**src/hw/rtl/lnis_pkg.sv**
```systemverilog
`timescale 1ns / 1ps
// ----------------------------------------------------------------------------
// lnis_pkg
// Shared constants, the query record and the length clamp for the
// longest non-increasing subsequence unit.
// ----------------------------------------------------------------------------
package lnis_pkg;

    // Sizing of the sequence store and of the height compare.
    localparam int MAX_ITEMS   = 1024;
    localparam int HEIGHT_BITS = 16;

    // Port field widths.
    localparam int IN_H_W     = 16;
    localparam int OUT_LEN_W  = 11;
    localparam int IN_DATA_W  = 16;
    localparam int OUT_DATA_W = 24;

    // Height bits that take part in the compare.
    localparam int HT_W = (HEIGHT_BITS < IN_H_W) ? HEIGHT_BITS : IN_H_W;

    // Internal length width: a run length can reach MAX_ITEMS + 1.
    localparam int LEN_W = $clog2(MAX_ITEMS + 2);

    // Reported lengths saturate at this value.
    localparam int LEN_LIMIT = 2047;
    localparam int CMP_W     = (LEN_W > OUT_LEN_W) ? LEN_W : OUT_LEN_W;

    // One request as it walks down the cell row.
    typedef struct packed {
        logic             valid;
        logic [HT_W-1:0]  height;
        logic             last;
        logic             found;    // an empty cell has been passed
        logic [LEN_W-1:0] longest;  // best stored length with height >= this one
    } t_query;

    function automatic logic [OUT_LEN_W-1:0] clamp_len(input logic [LEN_W-1:0] v);
        logic [CMP_W-1:0] wv;
        wv = CMP_W'(v);
        if (wv > CMP_W'(LEN_LIMIT)) begin
            return OUT_LEN_W'(LEN_LIMIT);
        end else begin
            return OUT_LEN_W'(wv);
        end
    endfunction

endpackage

```
**src/hw/rtl/lnis_tail.sv**
```systemverilog
`timescale 1ns / 1ps
// ----------------------------------------------------------------------------
// lnis_tail
// Output stage: forms the run length, tracks the best length of the
// sequence and holds the result until the sink takes it.
// ----------------------------------------------------------------------------
module lnis_tail
    import lnis_pkg::*;
(
    input  logic                  i_clk,
    input  logic                  i_rst_n,
    input  logic                  i_en,
    input  t_query                i_q,
    output logic                  o_valid,
    output logic [OUT_DATA_W-1:0] o_data
);

    logic                  r_valid;
    logic [LEN_W-1:0]      r_best;
    logic [OUT_DATA_W-1:0] r_data;

    logic [LEN_W-1:0] run;
    logic [LEN_W-1:0] n_best;

    always_comb begin
        run    = i_q.longest + LEN_W'(1);
        n_best = (run > r_best) ? run : r_best;
    end

    always_ff @(posedge i_clk) begin
        if (!i_rst_n) begin
            r_valid <= 1'b0;
            r_best  <= '0;
        end else if (i_en) begin
            r_valid <= i_q.valid;
            if (i_q.valid) begin
                r_best <= i_q.last ? '0 : n_best;
            end
        end
    end

    always_ff @(posedge i_clk) begin
        if (i_en && i_q.valid) begin
            r_data <= {1'b0, !i_q.found, clamp_len(n_best), clamp_len(run)};
        end
    end

    assign o_valid = r_valid;
    assign o_data  = r_data;

endmodule

```
**config.mk**
```make
export PLATFORM = sky130hd
export DESIGN_NAME = lnis_tail
export DESIGN_NICKNAME = d
export VERILOG_FILES = /design/src/hw/rtl/lnis_pkg.sv /design/src/hw/rtl/lnis_tail.sv
export SDC_FILE = /design/constraint.sdc
export NUM_CORES = 1
export LEC_CHECK = 0
export BUFFER_PORTS_ARGS = -buffer_cell sky130_fd_sc_hd__buf_2
export CORE_UTILIZATION = 59
export CTS_BUF_LIST = sky130_fd_sc_hd__clkbuf_4
export DETAILED_ROUTE_END_ITERATION = 12
export PLACE_DENSITY = 0.95
export SLEW_MARGIN = 20
export SYNTH_ARGS = -nofsm -noshare
export SYNTH_HDL_FRONTEND = slang
export SYNTH_SLANG_ARGS = --single-unit
```
**constraint.sdc**
```tcl
create_clock -name i_clk -period 4.9 [get_ports i_clk]
set_input_delay 0.98 -clock i_clk [delete_from_list [all_inputs] [get_ports i_clk]]
set_output_delay 0.98 -clock i_clk [all_outputs]
set_load 0.05 [all_outputs]
```
## Yosys cells after proc, flatten, opt, wreduce, memory -nomap -nowiden

Index checks and enable logic that the tools add are counted.

| storage, ports and cells | value |
|---|---|
| register bits after elaboration | 35 |
| output and inout bits | 25 |
| logic and storage cells | 14 |
| input bits | 33 |

| cells by class | value |
|---|---|
| reductions and logical operators | 3 |
| order comparisons | 3 |
| $add $sub $neg | 1 |
| multiplexer cells | 2 |

Operators with widths:

| kind | count |
|---|---|
| $gt 11x11->1 const B | 2 |
| $mux 11 | 2 |
| $add 11x1->11 const B | 1 |
| $gt 11x11->1 | 1 |
| $reduce_and 2->1 | 1 |
| $logic_and 1x1->1 | 1 |
| $logic_not 1->1 | 1 |

## Logic depth before layout (Yosys ltp)

| depth | value |
|---|---|
| word-level depth | 4 |
| depth in mapped cells | 12 |

## Worst setup path after synthesis

No wires, ideal clock.

| timing | value |
|---|---|
| path kind | input-to-reg |
| start | input i_q[2] (netlist name) |
| end | register r_data[11], in the netlist o_data[11], data pin |
| path buffers | 2 |
| cell stages on the path | 10 |
| slack | 1.368 ns |
| arrival time | 3.272 ns |
| path through | clkbuf_2 > nand3_2 > nor3_1 > xor2_1 > ha_1 > nand3_2 > or4_4 > o21a_1 > buf_6 > mux2_4 |

| between the ends | value |
|---|---|
| word-level cells in the longest chain between the ends | 4 |

RTL lines:

| element | line | RTL |
|---|---|---|
| start: declaration | lnis_tail.sv:13 | `input t_query i_q,` |
| $add 11x1->11 * | lnis_tail.sv:26 | `run = i_q.longest + LEN_W'(1);` |
| net run[9] | lnis_tail.sv:22 | `logic [LEN_W-1:0] run;` |
| $gt 11x11->1 | lnis_tail.sv:27 | `n_best = (run > r_best) ? run : r_best;` |
| $mux 11 * | lnis_tail.sv:27 |  |
| $gt 11x11->1 | lnis_pkg.sv:41 | `if (wv > CMP_W'(LEN_LIMIT)) begin` |
| end signal: assignment | lnis_tail.sv:44 | `r_data <= {1'b0, !i_q.found, clamp_len(n_best), clamp_len(run)};` |
| end: declaration | lnis_tail.sv:20 | `logic [OUT_DATA_W-1:0] r_data;` |

Mark *: on every way through the listed nets, which the timed path passes. The rest lies on a longest branch.
A chain may end at the register's enable or synchronous reset.

## Worst setup path in the final report

| timing | value |
|---|---|
| start | input i_q[0] (netlist name) |
| end | register r_data[15], in the netlist o_data[15], data pin |

Same word-level chain as after synthesis.

==> reports/metrics.cfg <==
[die]
num_rows=21
die_area_um2=3895
fp.dieH_um=62.41
pin_count=58
die_x_um=62.41
start_util_pct=63.04
core-area_um2=3416

[clock_tree]
ctsResizeCount=0
cts_buffers=5
cts_hold_buf=0
clkLatencyLatePin_ns=0.35
clock-sinks=35
cts_tree=built
clockBufferDepth=2
postCtsSetupRepairBufs=0
path_clk_slew_ns=0.10
root_buffer=clkbuf_4
h-tree-depth=2

[synthesis]
synth_edf_count=23
synth_cell_type_count=41
synthCells=209
synth.area.top_cells=edfxtp_1, dfxtp_1, ha_1
synthTopCellsByCount=edfxtp_1, inv_1, nand2_1, o22ai_1, nor2_1
netlist_area_um2=2153
async_reset_ff_share_pct=0
yosysMostFrequentCell=edfxtp_1
synth.yosys.seq_area_share_pct=43.23
ys_ff_latch=35
ys.flop_type=edfxtp_1
synth_fp_nets=255
synth_top_cell_by_area=edfxtp_1
synth_top_area_share_pct=32.07
ys_warn_count=0
synth.avg_cell_area_um2=10.30

[drt]
detail-route-antenna-nets=0
wl_mm=4.296
avgRoutedWirePerCell_um=14.51
via_per_inst=5.801
drc=0
first_pass_iters=4
drt_iter0_drc=83
num_vias=1717

[finish]
final_util_pct=70.77
fin_nets=295
fillers=256
final_area_um2=2417
diodes=0
syn_to_final_growth_pct=12.26
layout-drive-gt1-share_pct=28.00
seq_area_um2=930.9
multi_input_area_um2=1086

[global_routing]
grt_pass1_wl_mm=7.176
grt_pass1_vias=1649
antenna_found_initial=0
grt_use_total_pct=23.77
grt_max_degree=32
gr-total-overflow=0

[min_path]
hp-class=reg2reg

[setup_path]
cp-end-kind=flip-flop
crit_fanout=17
crit_slowest_cell=o221ai_2
cp_top_family=compound AO/OA/AOI/OAI gates
critical_path.most_common_cell=ha_1
startpoint_type=primary input
cp_cell_sequence=buf_2 -> ha_1 -> nand2_1 -> nor3_1 -> xor2_1 -> ha_1 -> nand3_2 -> o221ai_2 -> o21a_1 -> buf_4 -> mux2_4
required_ns=5.00
cp_num_buf_inv=2
slowest_delay_ns=0.64
criticalPathCategory=in2reg
rrSetupSlack_ns=2.42
critPathArrivalTime_ns=3.99

[timing]
clock.fmax_mhz=257.1
drv_slew=0
setup_tns_ns=0
worst_pin_slew_ns=0.8023
rsz0062_at_grt=false
finalSetupViolations=0
skew_ns=0.01673
maxSlewHeadroom_pct=46.51
layout_min_cycle_time_ns=3.890
hold_viol_final=0
fin_crit_sh_pct=79.39
hold_ws_ns=0.4911

[power]
p_total_mw=0.6636
power.leakage_nw=0.9935
p_per_area_nw_per_um2=274.5
ir_drop_mv=0.1423

[placement]
dpl_cell_area_um2=2365
gp_congestion=0.8751
place_hpwl_mm=3.115
port_buffers=40

[flow_run]
max-cap-violations=0

[outcome]
status=completed

path summary, 6_finish.rpt:
path | cells after the start | startpoint | end
worst max-delay path | 11 | i_q[0] | o_data[15]
worst min-delay path | 2 | o_valid | o_valid
worst max register to register | 7 | r_best[9] | o_data[15]
worst min register to register | 2 | o_valid | o_valid
flip-flops by register name (all words and copies together), names as in the netlist:
name,flops
o_data,23
r_best,11
o_valid,1
tightest hold or removal path: cells and delay by family, from the launching register on:
| kind | cells | cell delay (ns) |
|---|---|---|
| AOI/OAI and AO/OA | 1 | 0.06 |
| and+or+nand+nor | 1 | 0.06 |
| DFF | 1 | 0.33 |
logic make-up after synthesis:
logic type / after synthesis / share of synthesized area [%]
compound gates: 45 / 14.35
xor+xnor: 18 / 7.321
fa+ha+maj: 13 / 7.554
buf+inv: 29 / 6.333
flops: 35 / 43.23
mux: 11 / 7.263
other cells: 1 / 0.1742
simple gates: 57 / 13.77
routing by layer:
| layer | wire [um] | GRT usage [%] | share of wire, % |
|---|---|---|---|
| met1 | 1749 | 28.67 | 41 |
| met2 | 2096 | 38.86 | 49 |
| met3 | 342 | 5.839 | 8.0 |
| met4 | 108 | 13.08 | 2.5 |
| met5 | 0 | 0 | 0 |
placed cells by master, fill, tap and decap left out, drive strengths merged:
cell	count
buf	42
edfxtp	23
inv	20
nand2	16
o22ai	16
nor2	14
ha	13
a21oi	13
xor2	12
nand2b	12
dfxtp	12
mux2	10
xnor2	6
nand3	6
clkbuf	5
nor3	4
o31a	3
clkinv	3
nand4	2
o211ai	2
a2bb2oi	2
o221ai	2
o21ai	2
a211o	1
a211oi	1
o221a	1
or4	1
nor3b	1
o21a	1
mux2i	1
or3	1
o41ai	1
conb	1
stage by stage:
stage | std cells | worst slack, ns
2_1_floorplan | 209 | 1.368
4_1_cts | 296 | 1.036
3_3_place_gp | 288 | 0.8311
5_1_grt | 296 | 0.8405
3_5_place_dp | 288 | 0.6673
6_report | 296 | 1.010
report_power, final:
group          leakage, nW  switching, mW  internal [mW]  total (mW)
combinational        0.644          0.114         0.0574       0.172
sequential           0.315        0.00513          0.334       0.340
clock               0.0347         0.0990         0.0534       0.152
area by class of cell:
| cell class | count | share of cell area, % |
|---|---|---|
| clock buffers | 5 | 1.553 |
| inverters | 20 | 3.106 |
| multi-input cells | 145 | 44.93 |
| flip-flops and latches | 35 | 38.51 |
| repair buffers | 42 | 8.903 |
| clock inverters | 3 | 0.6211 |
| well taps | 46 | 2.381 |
(Power assumes the default switching activity.)
