===== src/hw/rtl/lnis_pkg.sv =====
`timescale 1ns / 1ps
// ----------------------------------------------------------------------------
// lnis_pkg
// Shared constants, the query record and the length clamp for the
// longest non-increasing subsequence unit.
// ----------------------------------------------------------------------------
package lnis_pkg;

    // Sizing of the sequence store and of the height compare.
    localparam int MAX_ITEMS   = 1024;
    localparam int HEIGHT_BITS = 16;

    // Port field widths.
    localparam int IN_H_W     = 16;
    localparam int OUT_LEN_W  = 11;
    localparam int IN_DATA_W  = 16;
    localparam int OUT_DATA_W = 24;

    // Height bits that take part in the compare.
    localparam int HT_W = (HEIGHT_BITS < IN_H_W) ? HEIGHT_BITS : IN_H_W;

    // Internal length width: a run length can reach MAX_ITEMS + 1.
    localparam int LEN_W = $clog2(MAX_ITEMS + 2);

    // Reported lengths saturate at this value.
    localparam int LEN_LIMIT = 2047;
    localparam int CMP_W     = (LEN_W > OUT_LEN_W) ? LEN_W : OUT_LEN_W;

    // One request as it walks down the cell row.
    typedef struct packed {
        logic             valid;
        logic [HT_W-1:0]  height;
        logic             last;
        logic             found;    // an empty cell has been passed
        logic [LEN_W-1:0] longest;  // best stored length with height >= this one
    } t_query;

    function automatic logic [OUT_LEN_W-1:0] clamp_len(input logic [LEN_W-1:0] v);
        logic [CMP_W-1:0] wv;
        wv = CMP_W'(v);
        if (wv > CMP_W'(LEN_LIMIT)) begin
            return OUT_LEN_W'(LEN_LIMIT);
        end else begin
            return OUT_LEN_W'(wv);
        end
    endfunction

endpackage


===== src/hw/rtl/lnis_cell.sv =====
`timescale 1ns / 1ps
// ----------------------------------------------------------------------------
// lnis_cell
// One store slot: holds a height and its run length, scores the passing
// request against them and hands the request on to the next slot.
// ----------------------------------------------------------------------------
module lnis_cell
    import lnis_pkg::*;
(
    input  logic   i_clk,
    input  logic   i_rst_n,
    input  logic   i_en,
    input  t_query i_q,
    output t_query o_q
);

    logic             r_valid;
    logic [HT_W-1:0]  r_height;
    logic [LEN_W-1:0] r_len;
    logic             r_q_valid;
    logic [HT_W-1:0]  r_q_height;
    logic             r_q_last;
    logic             r_q_found;
    logic [LEN_W-1:0] r_q_longest;

    logic             hit;
    logic             empty;
    logic             store;
    logic [LEN_W-1:0] n_longest;

    always_comb begin
        empty     = !r_valid;
        hit       = i_q.valid && r_valid && (r_height >= i_q.height);
        n_longest = (hit && (r_len > i_q.longest)) ? r_len : i_q.longest;
        // take the request into the first empty slot it meets
        store     = i_q.valid && empty && !i_q.found && !i_q.last;
    end

    // control: slot occupancy and request valid
    always_ff @(posedge i_clk) begin
        if (!i_rst_n) begin
            r_valid   <= 1'b0;
            r_q_valid <= 1'b0;
        end else if (i_en) begin
            r_q_valid <= i_q.valid;
            if (i_q.valid && i_q.last) begin
                r_valid <= 1'b0;   // drop the slot behind a closing request
            end else if (store) begin
                r_valid <= 1'b1;
            end
        end
    end

    // payload
    always_ff @(posedge i_clk) begin
        if (i_en) begin
            if (store) begin
                r_height <= i_q.height;
                r_len    <= i_q.longest + LEN_W'(1);
            end
            r_q_height  <= i_q.height;
            r_q_last    <= i_q.last;
            r_q_found   <= i_q.found || empty;
            r_q_longest <= n_longest;
        end
    end

    always_comb begin
        o_q.valid   = r_q_valid;
        o_q.height  = r_q_height;
        o_q.last    = r_q_last;
        o_q.found   = r_q_found;
        o_q.longest = r_q_longest;
    end

endmodule


===== config.mk =====
export PLATFORM = sky130hd
export DESIGN_NAME = lnis_cell
export DESIGN_NICKNAME = d
export VERILOG_FILES = /design/src/hw/rtl/lnis_pkg.sv /design/src/hw/rtl/lnis_cell.sv
export SDC_FILE = /design/constraint.sdc
export NUM_CORES = 1
export LEC_CHECK = 0
export ABC_AREA = 1
export BUFFER_PORTS_ARGS = -buffer_cell sky130_fd_sc_hd__buf_2
export CAP_MARGIN = 20
export CORE_MARGIN = 5
export CORE_UTILIZATION = 45
export DETAILED_ROUTE_END_ITERATION = 7
export MAX_ROUTING_LAYER = met4
export PLACE_DENSITY = 0.72
export SLEW_MARGIN = 20
export SYNTH_ARGS = -nofsm -noshare
export SYNTH_HDL_FRONTEND = slang
export SYNTH_SLANG_ARGS = --single-unit

===== constraint.sdc =====
create_clock -name i_clk -period 4.3 [get_ports i_clk]
set_clock_uncertainty 0.2 [all_clocks]
set_input_delay 0.86 -clock i_clk [delete_from_list [all_inputs] [get_ports i_clk]]
set_output_delay 0.86 -clock i_clk [all_outputs]
set_load 0.01 [all_outputs]

# ---- Yosys cells after proc, flatten, opt, wreduce, memory -nomap -nowiden
# Cells that the tools add are included.
dict set report totals {
  ff_bits 58
  in_bits 33
  wordCells 28
  out_inout_bits 30
}
dict set report op_classes {
  n_lt_le_gt_ge 2
  mux 3
  n_reduce_logical 14
  n_addsub 1
}
# op count
set ops {}
lappend ops {{$ge A16 B16 Y1} 1}
lappend ops {{$add A11 B1 Y11 const B} 1}
lappend ops {{$gt A11 B11 Y1} 1}
lappend ops {{$mux W11} 1}
lappend ops {{$logic_and A1 B1 Y1} 7}
lappend ops {{$reduce_and A2 Y1} 2}
lappend ops {{$logic_not A1 Y1} 3}
lappend ops {{$mux W1} 2}
lappend ops {{$reduce_bool A2 Y1} 1}
lappend ops {{$logic_or A1 B1 Y1} 1}

# ---- Depth between registers and ports, before layout
# Gate-level depths: netlist of the first run.
dict set report logic_depth {
  ltp_word 6
  depth_mapped 15
  ltp_nobuf 14
}

# ---- Worst setup path before layout of the first run
# Ideal clock, no wire load.
dict set report synth_path {
  kind {input port to flip-flop}
  startpoint {in i_q[11] (netlist name)}
  endpoint {reg r_height[0], enable pin}
  path_slack_ps 24
  n_path_buf 0
  t_required_ps 3618
  setup_time_ps 482
  arrival_time_ps 3594
  stages 1
  path_cell_list {nor4_1}
}
dict set report synth_via {
  elab_chain_len 4
}
# element line_no
set synth_lines {}
lappend synth_lines {{start: declaration} lnis_cell.sv:13} ;# input t_query i_q,
lappend synth_lines {{$logic_not A1 Y1} lnis_cell.sv:36} ;# store = i_q.valid && empty && !i_q.found && !i_q.last;
lappend synth_lines {{$logic_and A1 B1 Y1 (2 in series)} lnis_cell.sv:36}
lappend synth_lines {{$reduce_and A2 Y1 (no source line)} n/a}
lappend synth_lines {{end signal: assignment} lnis_cell.sv:58} ;# r_height <= i_q.height;
lappend synth_lines {{end: declaration} lnis_cell.sv:18} ;# logic [HT_W-1:0] r_height;
# No other way between the ends.
# A chain may end at the register's enable or synchronous reset.

# ---- Worst setup path in the final report of the first run
dict set report layout_path {
  startpoint {in i_q[20] (netlist name)}
  endpoint {reg r_q_longest[3] (data pin)}
}
dict set report layout_via {
  elab_chain_len 4
}
# element line_no
set layout_lines {}
lappend layout_lines {{$ge A16 B16 Y1} lnis_cell.sv:33} ;# hit = i_q.valid && r_valid && (r_height >= i_q.height);
lappend layout_lines {{$logic_and A1 B1 Y1} lnis_cell.sv:33}
lappend layout_lines {{$logic_and A1 B1 Y1} lnis_cell.sv:34} ;# n_longest = (hit && (r_len > i_q.longest)) ? r_len : i_q.longest;
lappend layout_lines {{$mux W11} lnis_cell.sv:34}
lappend layout_lines {{named net n_longest[3]} lnis_cell.sv:29} ;# logic [LEN_W-1:0] n_longest;
lappend layout_lines {{end signal: assignment} lnis_cell.sv:64} ;# r_q_longest <= n_longest;
lappend layout_lines {{end: declaration} lnis_cell.sv:24} ;# logic [LEN_W-1:0] r_q_longest;
# The timed path passes the listed nets, and every way through them passes these cells.

==> results of run 1 <==
through the flow:
stage,std cells,hold WS (ps)
CTS,405,264
finish,405,259
global route,405,296
global placement,390,246
floorplan,255,236
detailed placement,390,255
layer usage:
layer | vias up | track usage (%)
li1 | 987 | -
met1 | 915 | 17.1
met2 | 49 | 24.0
met3 | 6 | 4.59
met4 | 0 | 5.21
met5 | - | -
final timing paths:
kind / start / endpoint / slack, ps / depth (start not counted)
max: i_q[20] / r_q_longest[3] / 1640 / 14
min: r_q_valid / r_q_valid / 260 / 2
max reg2reg: r_height[7] / r_q_longest[3] / 1950 / 12
min reg2reg: r_q_valid / r_q_valid / 260 / 2
cells in the final DEF, fill, tap and decap left out, drive strengths merged:
cell type  instances
clkinvlp           1
edfxtp            56
a211oi             1
nand3b             1
clkinv             3
nand2             60
o21bai             1
xor2               9
dfxtp              2
nor4               1
a21o               1
inv               45
clkbuf            11
o21ai              2
nor3               5
nor2               6
a21oi             12
ha                28
buf               64
nand3             17
nand4              2
power breakdown:
part	total [uW]	switching [uW]	internal, uW
Clock	400	199	201
Sequential	656	7.28	649
Combinational	125	76.0	48.8
state kept, by name, summed over array words and instances (netlist names):
signal       cells
r_height        16
r_q_height      16
r_len           11
r_q_longest     11
r_q_found        1
r_q_last         1
r_q_valid        1
r_valid          1
final cells by class:
cell class,instances,area (sq um),share of cell area (%)
inverter,45,169,4.95
timing repair buffer,64,325,9.54
clock buffer,11,131,3.85
tap,77,96.3,2.82
multi-input combinational,146,947,27.8
sequential,58,1720,50.5
clock inverter,4,20.0,0.587
critical path: cells and delay by family:
| family | cells | cell delay (ps) |
|---|---|---|
| buffers and inverters | 3 | 210 |
| adder cells (fa/ha/maj) | 1 | 280 |
| AND/OR/NAND/NOR | 10 | 1160 |
cell families (layout without fill, tap and decap cells):
group	after synthesis	count (layout)	synth area share [%]
buffers and inverters	51	124	7.48
AOI/OAI and AO/OA	17	17	3.22
DFF	58	58	59.8
and+or+nand+nor	92	92	14.6
xor gates and xnor gates	9	9	2.74
adders and majority gates	28	28	12.2
==> flow_summary.toml, run 1 <==
[status]
run_status = "complete, no violations"

[floorplanning]
die_h_um = 90.0
row_count = 29
num_io_pins = 63
start_util_pct = 45.8
die_w_um = 90.0
core_sq_mm = 0.00628
die_area_sq_mm = 0.00809

[placed_design]
dpl.hpwl_mm = 4.19
place_area_sq_mm = 0.00326
gp_congestion = 0.787
port_buffers = 62
pre_cts_ws_ps = 1280

[worst_setup_path]
crit_path_cell_trace = "buf_2, inv_1, ha_1, nand2_1, inv_1, nand2_1, nor2_1, nor2_1, nand2_1, nand2_1, nand2_1, nand2_2, nand2_1, nand2_1"
criticalPathCategory = "primary input to flop"
max_stage_delay_ps = 340
worst_ep_required_time_ps = 4180
path_max_fanout = 12
start_kind = "primary input"
worstPathArrival_ps = 2540
crit_slowest_cell = "nand2_1"
end_kind = "flop"
cpMostUsedCell = "nand2_1"

[clock_network]
cts_root_buffer = "clkbuf_8"
path_clk_slew_ps = 60
clock_sinks = 58
cts_made_buffers = 9
cts-resized-gates = 0
clock_latency_ps = 330
hold_buffers = 0
cts_max_level = 3
postCtsSetupRepairBufs = 0
cts_tree = "built"
clockBufferDepth = 2

[routing]
dr_wl_met2_mm = 2.79
met3_length_um = 333
post_drt_via_cell_ratio = 4.83
drt.antenna.violating_nets = 0
num_vias = 1957
dr.max_layer_used = "met4"
route.detailed.drc = 0
first_iter_violations = 64
wl_mm = 5.53
dr.pass1.iters = 4
wl_per_cell_um = 13.6
wl_met1_mm = 2.34

[yosys]
ys_async_sr_fraction_pct = 0
synth.most_common_cell = "nand2_1"
synth_edf_count = 56
synthDominantCellAreaShare_pct = 58.4
ys.flop_type = "edfxtp_1"
synth_nets = 316
ys_ff_latch = 58
ys_types = 25
synth_area_sq_mm = 0.00288
seq_area_frac_synth_pct = 59.8
synth.largest_area_cell = "edfxtp_1"
synthTopCellsByArea = "edfxtp_1 (58%), ha_1 (12%), nand2_1 (7.7%), inv_1 (5.7%), xor2_1 (2.7%)"
syn_avg_cell_area_sq_um = 11.3
synth_cells = 255
yosys-top-cells-count = "nand2_1 (59), edfxtp_1 (56), inv_1 (44)"
yosysWarnings = 0

[layout]
fillerInstances = 564
antenna-diode-count = 0
final_cell_area_sq_mm = 0.00341
drive_gt1_share_pct = 25.9
layout.nets = 385
fin_util_pct = 54.3
syn_to_final_growth_pct = 18.5

[timing]
fmax_ghz = 0.376
slew_violations = 0
setup_violations = 0
period_minus_slack_ps = 2660
worst_pin_slew_ps = 452
timing.final.ws_setup_ps = 1640
post-route-period-util_pct = 61.8
rsz0062_at_grt = "false"
slew_headroom_pct = 69.8
fin_tns_setup_ps = 0
final-hold-violation-count = 0

[run]
cap_viol_max_count = 0

[global_route]
track_usage_pct = 14.7
antenna_found_initial = 0
grt_pass1_vias = 2015
grt_max_degree = 32
overflow = 0
grt_pass1_wl_mm = 9.23

[hold_path]
hold_class = "flop to flop"

[power_and_ir_drop]
finalPower_uw = 1180
p_leak_uw = 0.00161
peakVddDrop_uv = 191
p_per_area_mw_per_mm2 = 346
Note: power is estimated with default switching activity, not from simulation.
==> run 2: changes to the inputs <==
- PLACE_DENSITY: 0.72 -> 0.69
- clock period: 4.3 -> 2.51 ns (I/O delays scaled with it)
==> flow_summary.toml, run 2 (synthesis results as in run 1) <==
[clock_network]
hold_buffers = 0
cts_root_buffer = "clkbuf_8"
cts-resized-gates = 0
clock_sinks = 58
clockBufferDepth = 2
postCtsSetupRepairBufs = 0
clock_latency_ps = 330
cts_tree = "built"
path_clk_slew_ps = 70
cts_max_level = 3
cts_made_buffers = 9

[timing]
post-route-period-util_pct = 81.9
rsz0062_at_grt = "false"
final-hold-violation-count = 0
slew_violations = 0
period_minus_slack_ps = 2060
worst_pin_slew_ps = 408
fin_tns_setup_ps = 0
slew_headroom_pct = 72.8
whs_ps = 174
timing.final.ws_setup_ps = 453
setup_violations = 0
fmax_ghz = 0.486

[floorplanning]
core_sq_mm = 0.00628
die_area_sq_mm = 0.00809
start_util_pct = 45.8
num_io_pins = 63
row_count = 29
die_w_um = 90.0
die_h_um = 90.0

[routing]
first_iter_violations = 77
dr.pass1.iters = 4
wl_per_cell_um = 13.8
dr_wl_met2_mm = 2.83
wl_met1_mm = 2.42
num_vias = 1965
post_drt_via_cell_ratio = 4.82
drt.antenna.violating_nets = 0
wl_mm = 5.63
dr.max_layer_used = "met4"
route.detailed.drc = 0
met3_length_um = 309

[layout]
layout.nets = 387
final_common_cell = "buf_2"
antenna-diode-count = 0
final_cell_mix = "buf_2 (62), nand2_1 (59), edfxtp_1 (56), inv_1 (44), ha_1 (28)"
reg.largest.list = "r_height (16), r_q_height (16)"
syn_to_final_growth_pct = 20.5
fillerInstances = 558
drive_gt1_share_pct = 27.5
fin_util_pct = 55.3

[global_route]
grt_pass1_vias = 2088
grt_pass1_wl_mm = 9.34
track_usage_pct = 14.9
overflow = 0
antenna_found_initial = 0
grt_max_degree = 31

[placed_design]
gp_congestion = 0.833
pre_cts_ws_ps = 197
port_buffers = 62
dpl.hpwl_mm = 4.11

[worst_setup_path]
worst_ep_required_time_ps = 2390
max_stage_delay_ps = 410
crit_slowest_cell = "edfxtp_1"
cpMostUsedCell = "nand2_1"
start_kind = "flop"
path_max_fanout = 11
crit_path_cell_trace = "ha_1, nand2_1, nor2_2, nand2_1, o21bai_1, inv_1, nand2_1, inv_2, buf_4, nand3_1, nand2_1"
end_kind = "flop"
worstPathArrival_ps = 1930
criticalPathCategory = "flop to flop"

[power_and_ir_drop]
p_per_area_mw_per_mm2 = 620
p_leak_uw = 0.00165
peakVddDrop_uv = 318
finalPower_uw = 2150

[run]
cap_viol_max_count = 0

[hold_path]
hold_class = "primary input to flop"

[status]
run_status = "complete, no violations"
run 2: cell types whose count changed in the layout (fill, tap and decap cells not counted):
cell       before  now
buf_4           2    4
nor4_2          1    0
clkinv_1        2    0
clkinv_2        1    4
clkbuf_1        2    1
nor4_4          0    1
bufinv_16       0    1
run 2: power by group:
part	switching (uW)	internal, uW
sequential	12.0	1110
clock	358	451
combinational	133	86.1
total	503	1650
run 2: critical path: cells and delay by family, from the launching register on:
| kind | cells | cell delay [ps] |
|---|---|---|
| compound gates | 1 | 120 |
| simple gates | 6 | 490 |
| buf+inv | 3 | 260 |
| fa+ha+maj | 1 | 330 |
| flops | 1 | 410 |
run 2: layer usage:
layer  vias to the layer above  global-route usage (%)
met4                         0                    6.08
li1                        997                       -
met5                         -                       -
met1                       899                    16.6
met2                        63                    25.4
met3                         6                    3.84
run 2: final timing paths:
check	to	startpoint	depth (start not counted)	slack [ps]
worst max-delay path	r_q_longest[3]	r_len[10]	11	450
worst min-delay path	r_height[4]	i_q[17]	1	170
worst max register to register	r_q_longest[3]	r_len[10]	11	450
worst min register to register	r_q_valid	r_q_valid	2	270
run 2: area by class of cell:
type / instances / area, sq um / area share [%]
Clock buffer: 10 / 128 / 3.68
Inverter: 45 / 169 / 4.87
Clock inverter: 6 / 57.6 / 1.66
Timing Repair Buffer: 66 / 340 / 9.81
Tap cell: 77 / 96.3 / 2.78
Sequential cell: 58 / 1720 / 49.6
Multi-Input combinational cell: 146 / 956 / 27.6
run 2: per-stage QoR:
stage	area, sq um	cells
3_3_place_gp	3280	392
2_1_floorplan	2890	255
5_1_grt	3470	408
3_5_place_dp	3280	392
4_1_cts	3470	408
6_report	3470	408
